$ cat src/hw/rtl/gwe_pkg.sv
// Shared widths, constants and the result type of the Gaussian wavefunction evaluator.
`default_nettype none

package gwe_pkg;

  localparam int COORD_W     = 24;
  localparam int ALPHA_W     = 16;
  localparam int DRIFT_W     = 26;
  localparam int WAVE_W      = 32;
  localparam int DERIV_W     = 48;
  localparam int SUM_W       = 56;
  localparam int IN_TDATA_W  = 24;
  localparam int OUT_TDATA_W = 112;

  localparam int MUL_A_W = 33;
  localparam int MUL_B_W = 32;
  localparam int MUL_P_W = MUL_A_W + MUL_B_W;

  localparam int MAX_COORDS = 1024;

  localparam logic [63:0] SUM_COORD_CAP = (64'(MAX_COORDS) << 46) - 64'd1;
  localparam logic [63:0] SUM_WIDTH_MAX = (64'd1 << SUM_W) - 64'd1;
  localparam logic [SUM_W-1:0] SUM_CAP =
      (SUM_COORD_CAP < SUM_WIDTH_MAX) ? SUM_COORD_CAP[SUM_W-1:0] : SUM_WIDTH_MAX[SUM_W-1:0];

  localparam logic [31:0]        LN2_Q32     = 32'd2977044472;
  localparam logic [3:0]         POLY_TERMS  = 4'd11;
  localparam logic [ALPHA_W-1:0] ALPHA_RESET = 16'd32768;

  typedef struct packed {
    logic [DERIV_W-1:0] deriv;
    logic [WAVE_W-1:0]  wave;
    logic [DRIFT_W-1:0] drift;
    logic               done;
    logic               sat;
  } gwe_res_t;

endpackage

`default_nettype wire

$ cat src/hw/rtl/gaussian_wavefunction_eval.sv
// Top level of the Gaussian trial wavefunction evaluator.
//
//   Channel   Direction  Transfer when            Payload
//   in_*      slave      in_tvalid & in_tready    tdata coordinate, tlast last_coordinate
//   out_*     master     out_tvalid & out_tready  tdata drift/wave/derivative, tlast done,
//                                                 tuser saturated
//   cfg_*     write      cfg_wr_en                alpha
//
// A coordinate that does not close a configuration passes through S_ACC and S_DRIFT into the
// output register, and the next coordinate is taken only once its result has been handed on.
// The closing coordinate yields its result after the six-step reduction by ln2 and the eleven
// Horner steps, each a multiply and a reciprocal multiply by the term index on the shared
// multiplier; a flushed exponential skips the polynomial. Reset is synchronous and needs no
// clearing pass. The output register holds one result, so the next coordinate is taken while
// a result waits on a stalled out_tready.
`default_nettype none

module gaussian_wavefunction_eval (
  input  wire logic                            clk,
  input  wire logic                            rst_n,
  input  wire logic                            in_tvalid,
  output logic                                 in_tready,
  input  wire logic [gwe_pkg::IN_TDATA_W-1:0]  in_tdata,   // [23:0] coordinate
  input  wire logic                            in_tlast,
  output logic                                 out_tvalid,
  input  wire logic                            out_tready,
  output logic      [gwe_pkg::OUT_TDATA_W-1:0] out_tdata,  // [25:0] drift_force,
                                                           // [57:26] wave_value,
                                                           // [105:58] alpha_derivative
  output logic                                 out_tlast,
  output logic      [0:0]                      out_tuser,  // [0] saturated
  input  wire logic                            cfg_wr_en,
  input  wire logic [gwe_pkg::ALPHA_W-1:0]     cfg_wr_data
);
  import gwe_pkg::*;

  logic [ALPHA_W-1:0] alpha_r;
  logic               out_valid_r;
  gwe_res_t           out_res_r;
  logic               res_valid;
  logic               res_ready;
  gwe_res_t           res;

  gwe_seq u_seq (
    .clk           (clk),
    .rst_n         (rst_n),
    .alpha         (alpha_r),
    .in_valid      (in_tvalid),
    .in_ready      (in_tready),
    .in_coordinate (in_tdata[COORD_W-1:0]),
    .in_last       (in_tlast),
    .res_valid     (res_valid),
    .res_ready     (res_ready),
    .res           (res)
  );

  assign res_ready = !out_valid_r || out_tready;

  always_ff @(posedge clk) begin
    if (!rst_n) begin
      alpha_r     <= ALPHA_RESET;
      out_valid_r <= 1'b0;
    end else begin
      if (cfg_wr_en) begin
        alpha_r <= cfg_wr_data;
      end
      if (res_valid && res_ready) begin
        out_valid_r <= 1'b1;
      end else if (out_tready) begin
        out_valid_r <= 1'b0;
      end
    end
  end

  always_ff @(posedge clk) begin
    if (res_valid && res_ready) begin
      out_res_r <= res;
    end
  end

  assign out_tvalid = out_valid_r;
  assign out_tdata  = {6'b0, out_res_r.deriv, out_res_r.wave, out_res_r.drift};
  assign out_tlast  = out_res_r.done;
  assign out_tuser  = out_res_r.sat;

endmodule

`default_nettype wire

$ cat src/hw/rtl/gwe_mul.sv
// Shared registered unsigned multiplier used by the multiply steps of the sequencer.
`default_nettype none

module gwe_mul (
  input  wire logic                        clk,
  input  wire logic                        en,
  input  wire logic [gwe_pkg::MUL_A_W-1:0] a,
  input  wire logic [gwe_pkg::MUL_B_W-1:0] b,
  output logic      [gwe_pkg::MUL_P_W-1:0] q
);
  import gwe_pkg::*;

  always_ff @(posedge clk) begin
    if (en) begin
      q <= MUL_P_W'(a) * MUL_P_W'(b);
    end
  end

endmodule

`default_nettype wire

$ cat src/hw/rtl/gwe_seq.sv
// Sequencer: sum of squares, drift, exponential and derivative on the shared multiplier.
`default_nettype none

module gwe_seq (
  input  wire logic                        clk,
  input  wire logic                        rst_n,
  input  wire logic [gwe_pkg::ALPHA_W-1:0] alpha,
  input  wire logic                        in_valid,
  output logic                             in_ready,
  input  wire logic [gwe_pkg::COORD_W-1:0] in_coordinate,
  input  wire logic                        in_last,
  output logic                             res_valid,
  input  wire logic                        res_ready,
  output gwe_pkg::gwe_res_t                res
);
  import gwe_pkg::*;

  localparam logic [3:0] S_IDLE   = 4'd0;
  localparam logic [3:0] S_ACC    = 4'd1;
  localparam logic [3:0] S_DRIFT  = 4'd2;
  localparam logic [3:0] S_E1     = 4'd3;
  localparam logic [3:0] S_E2     = 4'd4;
  localparam logic [3:0] S_RED    = 4'd5;
  localparam logic [3:0] S_H_MUL  = 4'd6;
  localparam logic [3:0] S_H_LOAD = 4'd7;
  localparam logic [3:0] S_H_DIV  = 4'd8;
  localparam logic [3:0] S_PSI    = 4'd9;
  localparam logic [3:0] S_D1     = 4'd10;
  localparam logic [3:0] S_D2     = 4'd11;
  localparam logic [3:0] S_D3     = 4'd12;
  localparam logic [3:0] S_FIN    = 4'd13;

  localparam logic [32:0] ONE_Q32 = 33'h1_0000_0000;

  logic [3:0]         state_r, state_nxt;
  logic [COORD_W-1:0] mag_r, mag_nxt;
  logic               xneg_r, xneg_nxt;
  logic               last_r, last_nxt;
  logic [SUM_W-1:0]   sum_r, sum_nxt;
  logic               ovf_r, ovf_nxt;
  logic [20:0]        ih_r, ih_nxt;
  logic               flush_r, flush_nxt;
  logic [37:0]        rem_r, rem_nxt;
  logic [5:0]         k_r, k_nxt;
  logic [2:0]         red_cnt_r, red_cnt_nxt;
  logic [32:0]        p_r, p_nxt;
  logic [3:0]         n_r, n_nxt;
  logic [WAVE_W-1:0]  psi_r, psi_nxt;
  logic [55:0]        hp_r, hp_nxt;
  logic [DERIV_W-1:0] deriv_r, deriv_nxt;
  logic [DRIFT_W-1:0] drift_r, drift_nxt;

  logic               mul_en;
  logic [MUL_A_W-1:0] mul_a;
  logic [MUL_B_W-1:0] mul_b;
  logic [MUL_P_W-1:0] mul_q;

  logic [COORD_W-1:0] in_mag;
  logic [SUM_W:0]     sum_add;
  logic [41:0]        drift_mag;
  logic [41:0]        drift_v;
  logic [DRIFT_W-1:0] drift_now;
  logic [37:0]        red_div;
  logic [32:0]        recip_m;
  logic [2:0]         recip_sh;
  logic [31:0]        div_quo;
  logic [33:0]        psi_sum;
  logic [33:0]        psi_sh;
  logic [56:0]        prod;

  gwe_mul u_mul (
    .clk (clk),
    .en  (mul_en),
    .a   (mul_a),
    .b   (mul_b),
    .q   (mul_q)
  );

  assign in_ready  = (state_r == S_IDLE);
  assign in_mag    = in_coordinate[COORD_W-1] ? (~in_coordinate + COORD_W'(1)) : in_coordinate;
  assign sum_add   = {1'b0, sum_r} + {10'b0, mul_q[46:0]};
  assign drift_mag = {mul_q[39:0], 2'b00};
  assign drift_v   = xneg_r ? drift_mag : (42'd0 - drift_mag);
  assign drift_now = drift_v[41:16];
  assign red_div   = 38'(LN2_Q32) << red_cnt_r;
  assign div_quo   = 32'(mul_q[64:32] >> recip_sh);
  assign psi_sum   = {1'b0, p_r} + (34'd1 << k_r[4:0]);
  assign psi_sh    = psi_sum >> ({1'b0, k_r[4:0]} + 6'd1);
  assign prod      = {1'b0, hp_r} + {25'b0, mul_q[63:32]};

  // Each reciprocal is ceil(2^(32+sh)/n), which gives the exact quotient of any 32-bit dividend.
  always_comb begin
    unique case (n_r)
      4'd2: begin
        recip_m  = 33'd4294967296;
        recip_sh = 3'd1;
      end
      4'd3: begin
        recip_m  = 33'd5726623062;
        recip_sh = 3'd2;
      end
      4'd4: begin
        recip_m  = 33'd4294967296;
        recip_sh = 3'd2;
      end
      4'd5: begin
        recip_m  = 33'd6871947674;
        recip_sh = 3'd3;
      end
      4'd6: begin
        recip_m  = 33'd5726623062;
        recip_sh = 3'd3;
      end
      4'd7: begin
        recip_m  = 33'd4908534053;
        recip_sh = 3'd3;
      end
      4'd8: begin
        recip_m  = 33'd4294967296;
        recip_sh = 3'd3;
      end
      4'd9: begin
        recip_m  = 33'd7635497416;
        recip_sh = 3'd4;
      end
      4'd10: begin
        recip_m  = 33'd6871947674;
        recip_sh = 3'd4;
      end
      4'd11: begin
        recip_m  = 33'd6247225158;
        recip_sh = 3'd4;
      end
      default: begin
        recip_m  = 33'd4294967296;
        recip_sh = 3'd0;
      end
    endcase
  end

  always_comb begin
    mul_en = 1'b0;
    mul_a  = '0;
    mul_b  = '0;
    unique case (state_r)
      S_IDLE: begin
        mul_en = 1'b1;
        mul_a  = {9'b0, in_mag};
        mul_b  = {8'b0, in_mag};
      end
      S_ACC: begin
        mul_en = 1'b1;
        mul_a  = {17'b0, alpha};
        mul_b  = {8'b0, mag_r};
      end
      S_DRIFT: begin
        mul_en = last_r;
        mul_a  = {17'b0, alpha};
        mul_b  = {8'b0, sum_r[55:32]};
      end
      S_E1: begin
        mul_en = 1'b1;
        mul_a  = {17'b0, alpha};
        mul_b  = sum_r[31:0];
      end
      S_H_MUL: begin
        mul_en = 1'b1;
        mul_a  = p_r;
        mul_b  = rem_r[31:0];
      end
      S_H_LOAD: begin
        mul_en = 1'b1;
        mul_a  = recip_m;
        mul_b  = mul_q[63:32];
      end
      S_D1: begin
        mul_en = 1'b1;
        mul_a  = {9'b0, sum_r[55:32]};
        mul_b  = psi_r;
      end
      S_D2: begin
        mul_en = 1'b1;
        mul_a  = {1'b0, sum_r[31:0]};
        mul_b  = psi_r;
      end
      default: begin
        mul_en = 1'b0;
      end
    endcase
  end

  always_comb begin
    res_valid = 1'b0;
    res.drift = drift_r;
    res.wave  = psi_r;
    res.deriv = deriv_r;
    res.done  = 1'b1;
    res.sat   = ovf_r;
    if (state_r == S_DRIFT && !last_r) begin
      res_valid = 1'b1;
      res.drift = drift_now;
      res.wave  = '0;
      res.deriv = '0;
      res.done  = 1'b0;
    end else if (state_r == S_FIN) begin
      res_valid = 1'b1;
    end
  end

  always_comb begin
    state_nxt   = state_r;
    mag_nxt     = mag_r;
    xneg_nxt    = xneg_r;
    last_nxt    = last_r;
    sum_nxt     = sum_r;
    ovf_nxt     = ovf_r;
    ih_nxt      = ih_r;
    flush_nxt   = flush_r;
    rem_nxt     = rem_r;
    k_nxt       = k_r;
    red_cnt_nxt = red_cnt_r;
    p_nxt       = p_r;
    n_nxt       = n_r;
    psi_nxt     = psi_r;
    hp_nxt      = hp_r;
    deriv_nxt   = deriv_r;
    drift_nxt   = drift_r;
    unique case (state_r)
      S_IDLE: begin
        if (in_valid) begin
          mag_nxt   = in_mag;
          xneg_nxt  = in_coordinate[COORD_W-1];
          last_nxt  = in_last;
          state_nxt = S_ACC;
        end
      end
      S_ACC: begin
        if (sum_add > {1'b0, SUM_CAP}) begin
          sum_nxt = SUM_CAP;
          ovf_nxt = 1'b1;
        end else begin
          sum_nxt = sum_add[SUM_W-1:0];
        end
        state_nxt = S_DRIFT;
      end
      S_DRIFT: begin
        if (last_r) begin
          drift_nxt = drift_now;
          state_nxt = S_E1;
        end else if (res_ready) begin
          state_nxt = S_IDLE;
        end
      end
      S_E1: begin
        ih_nxt    = mul_q[20:0];
        flush_nxt = |mul_q[39:21];
        state_nxt = (|mul_q[39:21]) ? S_PSI : S_E2;
      end
      S_E2: begin
        rem_nxt     = {1'b0, ih_r, 16'b0} + {6'b0, mul_q[47:16]};
        k_nxt       = '0;
        red_cnt_nxt = 3'd5;
        state_nxt   = S_RED;
      end
      S_RED: begin
        if (rem_r >= red_div) begin
          rem_nxt            = rem_r - red_div;
          k_nxt[red_cnt_r]   = 1'b1;
        end
        red_cnt_nxt = red_cnt_r - 3'd1;
        if (red_cnt_r == 3'd0) begin
          flush_nxt = k_nxt[5];
          p_nxt     = ONE_Q32;
          n_nxt     = POLY_TERMS;
          state_nxt = k_nxt[5] ? S_PSI : S_H_MUL;
        end
      end
      S_H_MUL: begin
        state_nxt = S_H_LOAD;
      end
      S_H_LOAD: begin
        state_nxt = S_H_DIV;
      end
      S_H_DIV: begin
        p_nxt     = ONE_Q32 - {1'b0, div_quo};
        n_nxt     = n_r - 4'd1;
        state_nxt = (n_r == 4'd1) ? S_PSI : S_H_MUL;
      end
      S_PSI: begin
        psi_nxt   = flush_r ? '0 : psi_sh[31:0];
        state_nxt = S_D1;
      end
      S_D1: begin
        state_nxt = S_D2;
      end
      S_D2: begin
        hp_nxt    = mul_q[55:0];
        state_nxt = S_D3;
      end
      S_D3: begin
        deriv_nxt = DERIV_W'(48'd0 - {6'b0, prod[56:15]});
        state_nxt = S_FIN;
      end
      S_FIN: begin
        if (res_ready) begin
          sum_nxt   = '0;
          ovf_nxt   = 1'b0;
          state_nxt = S_IDLE;
        end
      end
      default: begin
        state_nxt = S_IDLE;
      end
    endcase
  end

  always_ff @(posedge clk) begin
    if (!rst_n) begin
      state_r <= S_IDLE;
      sum_r   <= '0;
      ovf_r   <= 1'b0;
    end else begin
      state_r <= state_nxt;
      sum_r   <= sum_nxt;
      ovf_r   <= ovf_nxt;
    end
  end

  always_ff @(posedge clk) begin
    mag_r     <= mag_nxt;
    xneg_r    <= xneg_nxt;
    last_r    <= last_nxt;
    ih_r      <= ih_nxt;
    flush_r   <= flush_nxt;
    rem_r     <= rem_nxt;
    k_r       <= k_nxt;
    red_cnt_r <= red_cnt_nxt;
    p_r       <= p_nxt;
    n_r       <= n_nxt;
    psi_r     <= psi_nxt;
    hp_r      <= hp_nxt;
    deriv_r   <= deriv_nxt;
    drift_r   <= drift_nxt;
  end

endmodule

`default_nettype wire

$ cat config.mk
export PLATFORM = sky130hd
export DESIGN_NAME = gaussian_wavefunction_eval
export DESIGN_NICKNAME = d
export VERILOG_FILES = /design/src/hw/rtl/gwe_pkg.sv /design/src/hw/rtl/gaussian_wavefunction_eval.sv /design/src/hw/rtl/gwe_mul.sv /design/src/hw/rtl/gwe_seq.sv
export SDC_FILE = /design/constraint.sdc
export NUM_CORES = 2
export LEC_CHECK = 0
export ABC_CLOCK_PERIOD_IN_PS = 16500
export BUFFER_PORTS_ARGS = -buffer_cell sky130_fd_sc_hd__buf_2
export CELL_PAD_IN_SITES_DETAIL_PLACEMENT = 0
export CELL_PAD_IN_SITES_GLOBAL_PLACEMENT = 1
export CORE_UTILIZATION = 35
export CTS_CLUSTER_SIZE = 8
export DETAILED_ROUTE_END_ITERATION = 10
export PLACE_DENSITY = 0.66
export SYNTH_ARGS = -nofsm -noshare
export SYNTH_HDL_FRONTEND = slang
export SYNTH_SLANG_ARGS = --single-unit
$ cat constraint.sdc
create_clock -name clk -period 16.5 [get_ports clk]
set_clock_uncertainty 0.2 [all_clocks]
set_input_delay 0.825 -clock clk [delete_from_list [all_inputs] [get_ports clk]]
set_output_delay 0.825 -clock clk [all_outputs]
set_load 0.01 [all_outputs]
### After elaboration in Yosys (flattened, before gate mapping)

Memory sizes are Yosys's and may differ from the RTL's. A register that Yosys moved wholly into a read port is not among the register bits.
Index checks and enable logic that the tools add are counted.

| storage, ports and cells | value |
|---|---|
| flip-flop bits (word level) | 535 |
| memory bits (read-only) | 544 |
| input port bits | 46 |
| output and inout port bits | 116 |
| memories kept | 1 |

Memory list:

| memory | depth | width | read ports | clocked after memory_dff | wr ports | line | RTL |
|---|---|---|---|---|---|---|---|
| (name not given) | 16 | 34 | 1 | 1 | 0 | gwe_seq.sv:93 | `unique case (n_r)` |

| operators by class | value |
|---|---|
| add/sub/neg operators | 12 |
| multiply operators | 1 |
| order comparisons | 4 |
| equality and inequality tests | 19 |
| shift operators | 4 |
| multiplexer cells | 39 |
| bitwise operators | 2 |
| reduce and logical (&&, ||, !) cells | 25 |

Operators with widths:

| cell | number |
|---|---|
| $pmux 32 s7 | 1 |
| $pmux 33 s6 | 1 |
| $mux 56 | 2 |
| $pmux 56 s2 | 1 |
| $pmux 38 s2 | 1 |
| $pmux 33 s2 | 1 |
| $mul 33x32->65 | 1 |
| $add 56x32->57 | 1 |
| $add 56x47->57 | 1 |
| $gt 57x56->1 const B | 1 |
| $pmux 4 s14 | 1 |
| $sub 1x42->43 const A | 1 |
| $mux 42 | 1 |
| $sub 1x42->42 const A | 1 |
| $add 37x32->38 | 1 |
| $ge 38x38->1 | 1 |
| $mux 38 | 1 |
| $shl 32x3->38 const A | 1 |
| $sub 38x38->38 | 1 |
| $mux 4 | 9 |
| $add 33x34->34 | 1 |
| $shl 1x5->34 const A | 1 |
| $shr 34x6->32 | 1 |
| $mux 33 | 1 |
| other kinds (37) | 73 |

### Logic depth before layout (Yosys ltp)

| depth | value |
|---|---|
| word-level depth | 10 |
| mapped depth | 43 |
| depth with buffers taken out | 41 |

### By module

A second synthesis with hierarchy kept.

| second synthesis, totals | value |
|---|---|
| cell total of the unflattened synthesis | 7,582 |
| area, all modules | 70,266.1 µm² |

Modules (own cells, without submodules):

| module | instances | cells an instance | area each (µm²) | seq. area each (µm²) |
|---|---|---|---|---|
| gwe_mul | 1 | 3,999 | 36,397.4 | 1,951.9 |
| gwe_seq | 1 | 3,412 | 29,919.9 | 10,319.9 |
| gaussian_wavefunction_eval | 1 | 171 | 3,948.8 | 3,583.4 |

### Worst setup path after synthesis

No wires, ideal clock.

| path | value |
|---|---|
| path kind | flip-flop to flip-flop |
| start point | register u_seq.state_r[1] |
| end point | register u_seq.u_mul.q[62] in the netlist's numbering, data pin |
| library setup time | 0.258 ns |
| arrival time | 10.536 ns |
| required time | 16.042 ns |
| setup slack | 5.506 ns |
| cell stages (with the launch flop) | 35 |
| cell sequence | dfxtp_1 > clkbuf_1 > nand2_1 > nor2_1 > clkbuf_1 > clkbuf_1 > a22oi_1 > nand2_1 > clkbuf_1 > nand2_1 > fa_1 > inv_1 > fa_1 > fa_1 > inv_1 > fa_1 > inv_1 > fa_1 > fa_1 > fa_1 > inv_1 > fa_1 > inv_1 > ha_1 > and2_1 > nor2b_1 > a21o_1 > a221o_1 > a31o_2 > a211o_1 > a21o_1 > a21boi_1 > a2bb2oi_1 > nor2b_1 > xnor2_1 |

| between the ends | value |
|---|---|
| cells in the longest elaborated chain, start to end | 4 |

Ends and longest elaborated chain:

| what | line | RTL |
|---|---|---|
| start: declaration | gwe_seq.sv:35 | `logic [3:0] state_r, state_nxt;` |
| start signal: assignment | gwe_seq.sv:323 | `state_r <= state_nxt;` |
| $eq 4x2->1 (tied with other cells) | gwe_seq.sv:145 | `unique case (state_r)` |
| $reduce_or 3->1 (no line) or $reduce_or 2->1 (tied branches) | n/a |  |
| $pmux 33 s6 or $pmux 32 s7 (tied branches) | gwe_seq.sv:145 |  |
| $mul 33x32->65 * | gwe_mul.sv:15 | `q <= MUL_P_W'(a) * MUL_P_W'(b);` |
| end signal: assignment | gwe_mul.sv:15 |  |
| end: declaration | gwe_mul.sv:9 | `output logic [gwe_pkg::MUL_P_W-1:0] q` |

Every way passes the cells marked *; elsewhere a longest branch is shown, timed or not.
A chain may end at the register's enable or synchronous reset.

### Worst setup path after layout

| path | value |
|---|---|
| start point | register u_seq.state_r[0] |
| end point | register u_seq.u_mul.q[58] in the netlist's numbering, data pin |

Same word-level chain as after synthesis.

==> metrics.md <==
| Metric | Value |
|---|---|
| Critical Path Slowest Stage Cell | `dfxtp_1` |
| Share of post-route cells with drive strength above 1 | `7.326%` |
| Remaining DRCs | `0` |
| # fillers | `19750` |
| Post-placement cell area | `72580 µm²` |
| Dpl hpwl | `216.1 mm` |
| Worst EP required | `16.70 ns` |
| Port bufs | `roughly 160` |
| Post-DR wirelength/cell | `27.59 µm` |
| 1st-pass router iterations | `8` |
| 1st-iter DRT viols | `4990` |
| Status | `complete, no violations` |
| Root Driver | `clkbuf_16` |
| Top cell by count, worst path | `fa_1` |
| Worst slew margin | `18.00%` |
| EDFF count, synth | `roughly 460` |
| Final hold violations | `0` |
| Design Area, Final | `75030 µm²` |
| RSZ-0062 raised after global routing | `false` |
| Measured slew at the worst slew-check pin | `1.215 ns` |
| Hold Buf Count CTS | `0` |
| Sequential area share after synthesis | `22.89%` |
| Top post-synthesis cells by area | `fa_1, edfxtp_1, ha_1` |
| Post-Syn Area | `68610 µm²` |
| Largest net degree at the start of global routing | `71` |
| # setup viols final | `0` |
| H-Tree Depth | `3` |
| Die ar. | `approximately 200000 µm²` |
| Hold Crit Class | `primary input to register` |
| Synth top area share | `between 20% and 30%` |
| Met3 wire length | `between 20 and 25 mm` |
| Std-Cell Rows | `162` |
| Setup TNS | `0 ns` |
| Avg Synthesized Cell Area | `9.102 µm²` |
| Worst skew pair latency | `0.67 ns` |
| Final period utilization | `75.08%` |
| Cell count after synthesis | `7538` |
| Vias in the first global route | `56520` |
| Cell variety after synth | `97` |
| Leading area contributor after synthesis | `fa_1` |
| CP arrival | `12.59 ns` |
| Reg clk slew, reported paths | `0.06 ns` |
| DIE WIDTH | `approximately 440 µm` |
| Post-CTS setup buffers | `0` |
| Final worst path period need | `12.39 ns` |
| Initial Util | `between 30% and 40%` |
| P&R area growth vs syn | `9.349%` |
| Slowest Stage Delay on Critical Path | `0.75 ns` |
| Antenna-violating nets left | `0` |
| Most frequently used flop master after synthesis | `edfxtp_1` |
| Global Route Usage Sum | `28.47%` |
| Nets@finish | `8968` |
| Final Max Tran Viols | `0` |
| CP Class | `register to register` |
| CORE AREA | `194800 µm²` |
| Critical Path Fanout Max | `36` |
| Vias | `56240` |
| F_max | `80.72 MHz` |
| Yosys Warn Count | `0` |
| Met1 wire length | `115.8 mm` |
| Grt ovf | `0` |
| Most frequent cells in the layout | `inv_1, nand2_1, fa_1` |
| Placer Congestion | `0.9801` |
| Via density per instance | `5.490` |
| Register area | `15710 µm²` |
| Multi-input gate area | `47370 µm²` |
| FFs w/ async S/R, synth | `0%` |
| Chip height | `444.8 µm` |
| Critical Path Sink Type | `register` |
| MaxCap Viol Count | `0` |
| Type of origin of the critical path | `register` |
| CTS Sinks | `556` |
| Top routing layer in use | `met5` |
| TritonCTS clock tree | `done` |
| Routed met2 length | `roughly 130 mm` |
| First-pass GRT wire length | `405.1 mm` |
| Initial antenna violation count | `12` |
| Seq cells post-synth | `556` |
| Most common cell after layout, fill and taps aside | `inv_1` |
| Cts bufs inserted | `82` |
| Placement Setup Slack | `around 4.1 ns` |
| Setup WS post-layout | `4.111 ns` |
| Maximum root-to-sink buffer count | `3` |
| Detailed Route WL | `~280 mm` |
| # resized after CTS | `0` |
| R2R Setup Slk | `4.11 ns` |
| # IOs | `approximately 160` |
[registers in the layout, summed over array words and instances (netlist names), 3 cells and up]
register         cells
u_seq.red_cnt_r      3
out_tdata          101
u_seq.recip_sh       3
u_seq.drift_r       26
u_seq.psi_r         32
u_seq.rem_r         38
u_seq.sum_r         56
u_seq.recip_m       18
u_seq.state_r        4
u_seq.k_r            6
u_seq.u_mul.q       65
u_seq.p_r           33
u_seq.hp_r          56
alpha_r             16
u_seq.n_r            4
u_seq.mag_r         24
u_seq.deriv_r       43
u_seq.ih_r          21
[cell type report]
type	instances	area share, %
timing repair buffer	326	2.745
sequential	556	20.93
clock buffer	140	3.135
clock inverter	7	0.1101
inverter	1109	5.548
antenna	4	0.01334
multi-input combinational	5479	63.14
tap	2624	4.376
[per-stage QoR]
step | std cells | utilization (%) | hold WS [ns]
2_1_floorplan | 7543 | - | 0.2081
3_3_place_gp | 10090 | 37.26 | 0.2178
3_5_place_dp | 10090 | 37.26 | 0.2306
4_1_cts | 10240 | 38.51 | 0.1752
5_1_grt | 10240 | 38.51 | 0.1747
6_report | 10250 | 38.52 | 0.1984
[metal layers]
layer | track usage, % | up-vias
li1 | - | 24740
met1 | 37.22 | 28650
met2 | 44.83 | 2316
met3 | 5.152 | 530
met4 | 14.98 | 4
met5 | 0 | -
[critical path: cells and delay by family, from the launching register on]
family | cells | cell delay [ns]
AOI/OAI and AO/OA | 7 | 2.59
xor gates and xnor gates | 1 | 0.08
adders and majority gates | 9 | 3.87
buffers and inverters | 7 | 1.20
DFF | 1 | 0.75
and+or+nand+nor | 9 | 3.39
[final timing paths]
path,startpoint,cells past startpoint,endpoint
worst max-delay path,u_seq.state_r[0],33,u_seq.u_mul.q[58]
worst min-delay path,in_tlast,1,u_seq.last_r
worst max register to register,u_seq.state_r[0],33,u_seq.u_mul.q[58]
worst min register to register,u_seq.ovf_r,0,out_tuser
[cell families after synthesis]
group / count (synthesis) / share of synthesized area (%)
and+or+nand+nor: 2485 / 16.18
other: 1 / 0.005465
buffers and inverters: 1508 / 8.343
adders and majority gates: 1368 / 35.11
AOI/OAI and AO/OA: 1178 / 11.22
DFF: 556 / 22.89
muxes: 138 / 2.374
xor gates and xnor gates: 304 / 3.881
[Yosys cell counts, types with 93 or more instances]
cell type,n
o21ai_0,184
nor2_1,805
inv_1,1107
nor2b_1,112
a21o_1,133
a22oi_1,119
xnor2_1,204
nor3_1,101
dfxtp_1,99
mux2i_1,93
nand3_1,95
xor2_1,100
a21oi_1,348
fa_1,929
ha_1,439
edfxtp_1,457
nand2_1,967
clkbuf_1,342
Power is not shown: default switching activity piles up to over one toggle a cycle in this logic, so the estimate is an artifact.
